$ cat config.mk
export PLATFORM = sky130hd
export DESIGN_NAME = safety_fault_decoder
export DESIGN_NICKNAME = d
export VERILOG_FILES = /design/src/hdl/sfd_pkg.sv /design/src/hdl/safety_fault_decoder.sv /design/src/hdl/sfd_datapath.sv /design/src/hdl/sfd_ctrl.sv
export SDC_FILE = /design/constraint.sdc
export NUM_CORES = 1
export LEC_CHECK = 0
export ABC_AREA = 1
export ABC_CLOCK_PERIOD_IN_PS = 4200
export BUFFER_PORTS_ARGS = -buffer_cell sky130_fd_sc_hd__buf_2
export CORE_MARGIN = 3
export CORE_UTILIZATION = 61
export CTS_BUF_LIST = sky130_fd_sc_hd__clkbuf_16
export DETAILED_ROUTE_END_ITERATION = 12
export GPL_TIMING_DRIVEN = 0
export MAX_ROUTING_LAYER = met4
export PLACE_DENSITY = 0.88
export SLEW_MARGIN = 10
export SYNTH_ARGS = -nofsm -noshare
export SYNTH_HDL_FRONTEND = slang
export SYNTH_SLANG_ARGS = --single-unit
$ cat constraint.sdc
create_clock -name clk -period 4.2 [get_ports clk]
set_input_delay 1.05 -clock clk [delete_from_list [all_inputs] [get_ports clk]]
set_output_delay 1.05 -clock clk [all_outputs]
set_load 0.05 [all_outputs]
$ cat src/hdl/sfd_pkg.sv
package sfd_pkg;

	localparam int N_ENTRIES = 32;
	localparam int IDX_W = $clog2(N_ENTRIES);
	localparam int N_ILI = 32;
	localparam int N_ISI = 12;

	localparam logic [7:0] BOARD_ILI = 8'd4;
	localparam logic [7:0] BOARD_ISI = 8'd6;
	localparam logic [7:0] BOARD_MICRO = 8'd8;

	localparam logic [5:0] CODE_NO_FAULT = 6'd0;
	localparam logic [5:0] CODE_COMM_FAIL = 6'd1;
	localparam logic [5:0] CODE_ILI_BASE = 6'd2;
	localparam logic [5:0] CODE_ISI_BASE = 6'd34;

	typedef enum logic [0:0] {
		REG_BOARD_ID = 1'b0,
		REG_BYPASS   = 1'b1
	} cfg_reg_t;

	typedef struct packed {
		logic [23:0] fault_word_a;
		logic [23:0] fault_word_b;
		logic        read_timed_out;
	} in_item_t;

	typedef struct packed {
		logic [5:0] fault_code;
		logic       is_hard;
	} out_item_t;

	// one decode entry: which word, which bit (active low), bypass bits
	typedef struct packed {
		logic       sel_b;
		logic [4:0] bit_pos;
		logic [7:0] bypass;
	} entry_t;

	localparam entry_t ILI_TAB [N_ILI] = '{
		'{1'b0, 5'd0, 8'd1},    '{1'b0, 5'd1, 8'd1},    '{1'b0, 5'd2, 8'd1},
		'{1'b0, 5'd3, 8'd8},    '{1'b0, 5'd4, 8'd8},    '{1'b0, 5'd5, 8'd8},
		'{1'b0, 5'd6, 8'd8},    '{1'b0, 5'd7, 8'd8},
		'{1'b0, 5'd8, 8'd16},   '{1'b0, 5'd9, 8'd16},   '{1'b0, 5'd10, 8'd16},
		'{1'b0, 5'd11, 8'd128}, '{1'b0, 5'd12, 8'd128}, '{1'b0, 5'd13, 8'd128},
		'{1'b0, 5'd14, 8'd128}, '{1'b0, 5'd15, 8'd128},
		'{1'b0, 5'd16, 8'd0},   '{1'b0, 5'd17, 8'd0},   '{1'b0, 5'd18, 8'd0},
		'{1'b0, 5'd19, 8'd0},   '{1'b0, 5'd20, 8'd0},   '{1'b0, 5'd21, 8'd0},
		'{1'b0, 5'd22, 8'd0},   '{1'b0, 5'd23, 8'd0},
		'{1'b1, 5'd0, 8'd17},   '{1'b1, 5'd1, 8'd17},   '{1'b1, 5'd2, 8'd17},
		'{1'b1, 5'd3, 8'd0},    '{1'b1, 5'd4, 8'd0},    '{1'b1, 5'd5, 8'd32},
		'{1'b1, 5'd6, 8'd0},    '{1'b1, 5'd7, 8'd0}
	};

	localparam entry_t ISI_TAB [N_ISI] = '{
		'{1'b0, 5'd6, 8'd0},  '{1'b0, 5'd14, 8'd0}, '{1'b0, 5'd22, 8'd0},
		'{1'b0, 5'd4, 8'd0},  '{1'b0, 5'd5, 8'd0},
		'{1'b1, 5'd1, 8'd0},  '{1'b1, 5'd3, 8'd0},  '{1'b1, 5'd4, 8'd0},
		'{1'b1, 5'd5, 8'd0},  '{1'b1, 5'd6, 8'd0},  '{1'b1, 5'd7, 8'd0},
		'{1'b1, 5'd0, 8'd0}
	};

	typedef struct packed {
		logic load;
		logic step;
		logic clear;
	} ctl_cmd_t;

	typedef struct packed {
		logic rem_empty;
		logic cur_set;
		logic last;
	} dp_status_t;

endpackage

$ cat src/hdl/safety_fault_decoder.sv
// an accepted item is loaded into a pending vector, then the scan walks the table slots
//   up to the last pending one (32 ili slots, 12 isi slots); no new item is taken until
//   the scan is done and the block is back in idle
// results leave at most one per cycle; the scan steps over a slot with nothing pending
//   and a stall holds the scan
// reset: arst_n low clears board_id and bypass_mask to 0 and returns the block to idle

module safety_fault_decoder (
	input  logic               clk,
	input  logic               arst_n,
	// configuration: 0 board_id, 1 bypass_mask
	input  logic               cfg_we,
	input  logic [0:0]         cfg_index,
	input  logic [15:0]        cfg_data,
	// input item channel
	input  logic               in_valid,
	output logic               in_ready,
	input  sfd_pkg::in_item_t  in_item,
	// result item channel
	output logic               out_valid,
	input  logic               out_ready,
	output sfd_pkg::out_item_t out_item
);

	// commands from controller, status back from datapath
	sfd_pkg::ctl_cmd_t   cmd;
	sfd_pkg::dp_status_t status;

	// controller: idle accepts one item, scan walks pending entries and
	// presents a result whenever the current slot is pending
	sfd_ctrl u_ctrl (
		.clk       (clk),
		.arst_n    (arst_n),
		.in_valid  (in_valid),
		.in_ready  (in_ready),
		.out_valid (out_valid),
		.out_ready (out_ready),
		.status    (status),
		.cmd       (cmd)
	);

	// datapath: config registers, table decode on load into a pending
	// vector, scan index and result formatting
	// timeout, illegal board and no active entry all load one pending slot
	// with a fixed code so they take the same emission path
	sfd_datapath u_dp (
		.clk       (clk),
		.arst_n    (arst_n),
		.cfg_we    (cfg_we),
		.cfg_index (cfg_index),
		.cfg_data  (cfg_data),
		.in_item   (in_item),
		.cmd       (cmd),
		.status    (status),
		.out_item  (out_item)
	);

endmodule

$ cat src/hdl/sfd_datapath.sv
module sfd_datapath (
	input  logic                clk,
	input  logic                arst_n,
	input  logic                cfg_we,
	input  logic [0:0]          cfg_index,
	input  logic [15:0]         cfg_data,
	input  sfd_pkg::in_item_t   in_item,
	input  sfd_pkg::ctl_cmd_t   cmd,
	output sfd_pkg::dp_status_t status,
	output sfd_pkg::out_item_t  out_item
);

	logic [7:0] board_id_q;
	// table bypass bits only reach the low byte of the mask
	logic [7:0] bypass_q;

	logic [sfd_pkg::N_ENTRIES-1:0]   rem_q;
	logic [sfd_pkg::IDX_W-1:0]       idx_q;
	logic                            ili_q;
	logic                            single_q;
	logic [5:0]                      single_code_q;

	logic                            is_ili;
	logic                            is_isi;
	logic                            comm_fail;
	logic [sfd_pkg::N_ENTRIES-1:0]   act;
	logic [sfd_pkg::N_ENTRIES-1:0]   byp;
	logic [sfd_pkg::N_ENTRIES-1:0]   cur_onehot;

	always_ff @(posedge clk or negedge arst_n) begin
		if (!arst_n) begin
			board_id_q <= '0;
			bypass_q   <= '0;
		end else if (cfg_we) begin
			unique case (sfd_pkg::cfg_reg_t'(cfg_index))
				sfd_pkg::REG_BOARD_ID: board_id_q <= cfg_data[7:0];
				sfd_pkg::REG_BYPASS:   bypass_q   <= cfg_data[7:0];
				default: ;
			endcase
		end
	end

	assign is_ili = (board_id_q == sfd_pkg::BOARD_ILI);
	assign is_isi = (board_id_q == sfd_pkg::BOARD_ISI) || (board_id_q == sfd_pkg::BOARD_MICRO);
	assign comm_fail = in_item.read_timed_out || !(is_ili || is_isi);

	// per-entry active and bypass flags for the selected table
	always_comb begin
		sfd_pkg::entry_t e;
		act = '0;
		byp = '0;
		e = '0;
		for (int i = 0; i < sfd_pkg::N_ENTRIES; i++) begin
			if (is_ili) begin
				e = sfd_pkg::ILI_TAB[i];
				act[i] = e.sel_b ? ~in_item.fault_word_b[e.bit_pos]
				                 : ~in_item.fault_word_a[e.bit_pos];
				byp[i] = |(e.bypass & bypass_q);
			end else if (i < sfd_pkg::N_ISI) begin
				e = sfd_pkg::ISI_TAB[i];
				act[i] = e.sel_b ? ~in_item.fault_word_b[e.bit_pos]
				                 : ~in_item.fault_word_a[e.bit_pos];
				byp[i] = |(e.bypass & bypass_q);
			end
		end
	end

	always_ff @(posedge clk or negedge arst_n) begin
		if (!arst_n) begin
			rem_q    <= '0;
			idx_q    <= '0;
			single_q <= 1'b0;
			ili_q    <= 1'b0;
		end else if (cmd.load) begin
			idx_q <= '0;
			ili_q <= is_ili;
			if (comm_fail || act == '0) begin
				single_q <= 1'b1;
				rem_q    <= sfd_pkg::N_ENTRIES'(1);
			end else begin
				single_q <= 1'b0;
				rem_q    <= act & ~byp;
			end
		end else if (cmd.clear) begin
			rem_q <= rem_q & ~cur_onehot;
			idx_q <= idx_q + 1'b1;
		end else if (cmd.step) begin
			idx_q <= idx_q + 1'b1;
		end
	end

	always_ff @(posedge clk) begin
		if (cmd.load) begin
			single_code_q <= comm_fail ? sfd_pkg::CODE_COMM_FAIL : sfd_pkg::CODE_NO_FAULT;
		end
	end

	assign cur_onehot = sfd_pkg::N_ENTRIES'(1) << idx_q;

	assign status.rem_empty = (rem_q == '0);
	assign status.cur_set   = rem_q[idx_q];
	assign status.last      = single_q || ((rem_q & ~cur_onehot) == '0);

	always_comb begin
		if (single_q) begin
			out_item.fault_code = single_code_q;
		end else if (ili_q) begin
			out_item.fault_code = sfd_pkg::CODE_ILI_BASE + 6'(idx_q);
		end else begin
			out_item.fault_code = sfd_pkg::CODE_ISI_BASE + 6'(idx_q);
		end
		out_item.is_hard = status.last;
	end

`ifndef SYNTH
	a_load_idx: assert property (@(posedge clk) disable iff (!arst_n)
		cmd.load |=> idx_q == '0)
		else $error("scan index not restarted on load");
	a_single_one: assert property (@(posedge clk) disable iff (!arst_n)
		single_q |-> $countones(rem_q) <= 1)
		else $error("single result run holds more than one pending entry");
	a_clear_bit: assert property (@(posedge clk) disable iff (!arst_n)
		cmd.clear && !cmd.load |=> !rem_q[$past(idx_q)])
		else $error("emitted entry still pending");
`endif

endmodule

$ cat src/hdl/sfd_ctrl.sv
module sfd_ctrl (
	input  logic                clk,
	input  logic                arst_n,
	input  logic                in_valid,
	output logic                in_ready,
	output logic                out_valid,
	input  logic                out_ready,
	input  sfd_pkg::dp_status_t status,
	output sfd_pkg::ctl_cmd_t   cmd
);

	typedef enum logic [1:0] {
		ST_IDLE = 2'b01,
		ST_SCAN = 2'b10
	} state_t;

	state_t state_q;
	state_t state_d;

	assign in_ready  = (state_q == ST_IDLE);
	assign out_valid = (state_q == ST_SCAN) && status.cur_set;

	assign cmd.load  = in_valid && in_ready;
	assign cmd.clear = out_valid && out_ready;
	assign cmd.step  = (state_q == ST_SCAN) && !status.rem_empty && !status.cur_set;

	always_comb begin
		state_d = state_q;
		unique case (state_q)
			ST_IDLE: begin
				if (cmd.load) state_d = ST_SCAN;
			end
			ST_SCAN: begin
				if (status.rem_empty || (cmd.clear && status.last)) state_d = ST_IDLE;
			end
			default: state_d = ST_IDLE;
		endcase
	end

	always_ff @(posedge clk or negedge arst_n) begin
		if (!arst_n) begin
			state_q <= ST_IDLE;
		end else begin
			state_q <= state_d;
		end
	end

`ifndef SYNTH
	a_excl: assert property (@(posedge clk) disable iff (!arst_n)
		!(in_ready && out_valid))
		else $error("input taken while a result is pending");
	a_last_idle: assert property (@(posedge clk) disable iff (!arst_n)
		cmd.clear && status.last |=> in_ready)
		else $error("not idle after hard result");
	a_empty_idle: assert property (@(posedge clk) disable iff (!arst_n)
		(state_q == ST_SCAN) && status.rem_empty |=> state_q == ST_IDLE)
		else $error("scan continued with nothing pending");
`endif

endmodule

==> impl_metrics.json <==
{
  "ir_drop_v": 0.000262,
  "fmax_ghz": 0.249,
  "core-area_um2": 6460,
  "grt_pass1_vias": 4378,
  "hp-class": "flip-flop to flip-flop",
  "crit_path_max_fanout": 11,
  "synth_cell_type_count": 36,
  "r2r_start": "u_dp.idx_q[0]",
  "layout_min_cycle_time_ns": 4.01,
  "routed_wl_mm": 13.6,
  "setup_tns_ns": 0,
  "skew_ns": 0.00987,
  "grt_start_max_net_pins": 55,
  "htree_num_levels": 2,
  "end_kind": "primary output",
  "grt_use_total_pct": 37.2,
  "diodes": 0,
  "wl_per_cell_um": 17.6,
  "ys_seq_elements": 55,
  "startpoint": "u_dp.idx_q[0]",
  "synth_edf_count": 1,
  "worst_path_dominant_cell_family": "buffers and inverters",
  "crit_top_cell": "nand2_1",
  "crit_chain": "inv_2 -> clkbuf_4 -> ha_2 -> nand2_1 -> o21ai_0 -> inv_1 -> nor3_1 -> nand2_1 -> nor2_1 -> nand2_1 -> nand2_1 -> buf_2",
  "p_leak_uw": 0.00243,
  "rsz0062_at_grt": "false",
  "clk_pin_slew_ns": 0.08,
  "start_util_pct": 64.1,
  "critical_path_class": "flip-flop to primary output",
  "period_share_pct": 95.5,
  "final_layout_size_suffix_gt1_share_pct": 15.6,
  "cts_tree": "yes",
  "dp_hpwl_mm": 10.4,
  "ys_warn_count": 0,
  "hp-start": "u_dp.board_id_q[4]",
  "area_delta_synth_final_pct": 12.8,
  "overflow": 0,
  "io_pins": 80,
  "grt_pass1_wl_mm": 21.5,
  "fillers": 583,
  "hold_viol": 0,
  "clock_latency_ns": 0.30,
  "route.detailed.drc": 0,
  "clockBufferDepth": 2,
  "slew_viol_final": 0,
  "slowest_stage": "dfrtp_1",
  "async_flop_share_pct": 98.2,
  "syn_avg_cell_area_um2": 6.56,
  "die_y_um": 88.4,
  "seq_area_frac_synth_pct": 33.4,
  "maxSlewHeadroom_pct": 52.5,
  "critical_path_required_ns": 3.15,
  "cp-start-kind": "flip-flop",
  "cts_sinks": 55,
  "cp.arrival_ns": 2.96,
  "critical_path_buf_inv_count": 4,
  "syn-instance-count": 631,
  "route.vias.total": 4633,
  "final_cell_mix": "154 x nand2_1, 81 x inv_1, 60 x buf_2, 58 x nor2_1, 55 x o21ai_0",
  "routed_via_density": 6.01,
  "cts_inserted_buffers": 5,
  "ant_nets": 0,
  "synthFlopType": "dfrtp_1",
  "clock-root-buffer": "clkbuf_16",
  "cpPeakStageDelay_ns": 0.45,
  "syn_nets": 709,
  "die_area_um2": 7810,
  "fin_nets": 771,
  "setup_violations": 0,
  "drt_iter0_markers": 485,
  "worst_pin_slew_ns": 0.713,
  "dr.pass1.iters": 5,
  "finish.utilization_pct": 72.4,
  "portBuffers": 55,
  "rows": 29,
  "gp_congestion": 1.05,
  "chipWidth_um": 88.4,
  "cellPowerDensity_nw_per_um2": 594,
  "syn_area_um2": 4140,
  "outcome": "finished, final reports clean",
  "cap_viol_max_count": 0,
  "antenna_found_initial": 0,
  "final_common_cell": "nand2_1"
}
## registers in the layout, summed over array words and instances (netlist names)
name and count:
u_dp.idx_q 5, u_dp.single_code_q 1, u_dp.single_q 1, u_dp.ili_q 1
u_dp.rem_q 32, u_ctrl.state_q 2, u_dp.board_id_q 8, u_dp.bypass_q 5
## cells in the mapped netlist (4+ instances only)
master	n	share of area (%)
dfrtp_1	53	32
ha_1	7	2.1
buf_2	7	0.85
o21ai_0	56	6.8
nand3_1	31	3.7
inv_2	7	0.63
nand4_1	21	3.2
clkbuf_1	9	0.82
nand2_1	154	14
a31oi_1	8	1.2
nor2_2	5	0.76
o22ai_1	4	0.60
inv_1	81	7.3
nor2_1	58	5.3
o21ai_1	43	5.2
buf_6	10	2.7
a21oi_1	30	3.6
nor3_1	11	1.3
nor4_1	8	1.2
## cell type report
cell class                 instances  area [µm²]  share of cell area (%)
clock buffer                       5         125                    2.68
inverter                          89         337                    7.20
tap                               77        96.3                    2.06
timing repair buffer              55         278                    5.94
buffer                            30         210                    4.50
multi-input combinational        457        2220                    47.4
clock inverter                     3        27.5                   0.589
sequential                        55        1380                    29.6
## worst min-delay path, cell delays in order (launching register included)
cell	delay (ns)
dfrtp_1	0.35
nand2_1	0.05
o21ai_0	0.05
## path summary, 6_finish.rpt
| kind | end | slack, ns | cells after the start |
|---|---|---|---|
| hold reg to reg | u_dp.board_id_q[4] | 0.49 | 2 |
| hold / removal | u_dp.board_id_q[4] | 0.49 | 2 |
| setup reg to reg | u_ctrl.state_q[1] | 1.48 | 14 |
| setup / recovery | out_item[0] | 0.19 | 12 |
| min in group asynchronous | u_dp.idx_q[0] | 0.79 | 1 |
| max in group asynchronous | u_dp.rem_q[31] | 2.93 | 1 |
## metal layers
| metal | track usage [%] | share of wire [%] |
|---|---|---|
| met1 | 48.6 | 41 |
| met2 | 54.9 | 44 |
| met3 | 9.87 | 12 |
| met4 | 15.1 | 3.2 |
| met5 | - | 0 |
## stage by stage
stage	cell area, µm²	setup WS, ns	power (µW)	std cells	hold WS [ns]
4_1_cts	4670	0.177	2730	771	0.493
6_report	4670	0.190	2780	771	0.490
3_3_place_gp	4510	0.497	2250	763	0.467
3_5_place_dp	4510	0.506	2280	763	0.475
2_1_floorplan	4140	1.20	1870	631	0.453
5_1_grt	4670	0.0336	2960	771	0.516
## logic make-up (layout without fill, tap and decap cells)
group,after synthesis,after routing,synth area share (%)
xor+xnor,2,2,0.423
simple gates,301,301,32.4
compound gates,146,146,18.3
buf+inv,119,182,13.1
flops,55,55,33.4
mux,1,1,0.272
fa+ha+maj,7,7,2.11
## timing repair
item | 4_1_cts | 5_1_grt
hold buffers | 0 | 0
endpoints found under the setup margin | 0 | 1
buffers inserted | 0 | 0
endpoints found under the hold margin | 0 | 0
resized for setup | 0 | 3
## power breakdown
| group | internal, µW | total, µW | switching [µW] |
|---|---|---|---|
| combinational | 445 | 1480 | 1040 |
| sequential | 685 | 851 | 166 |
| clock | 227 | 443 | 215 |
Power figures use the tool's default switching activity.
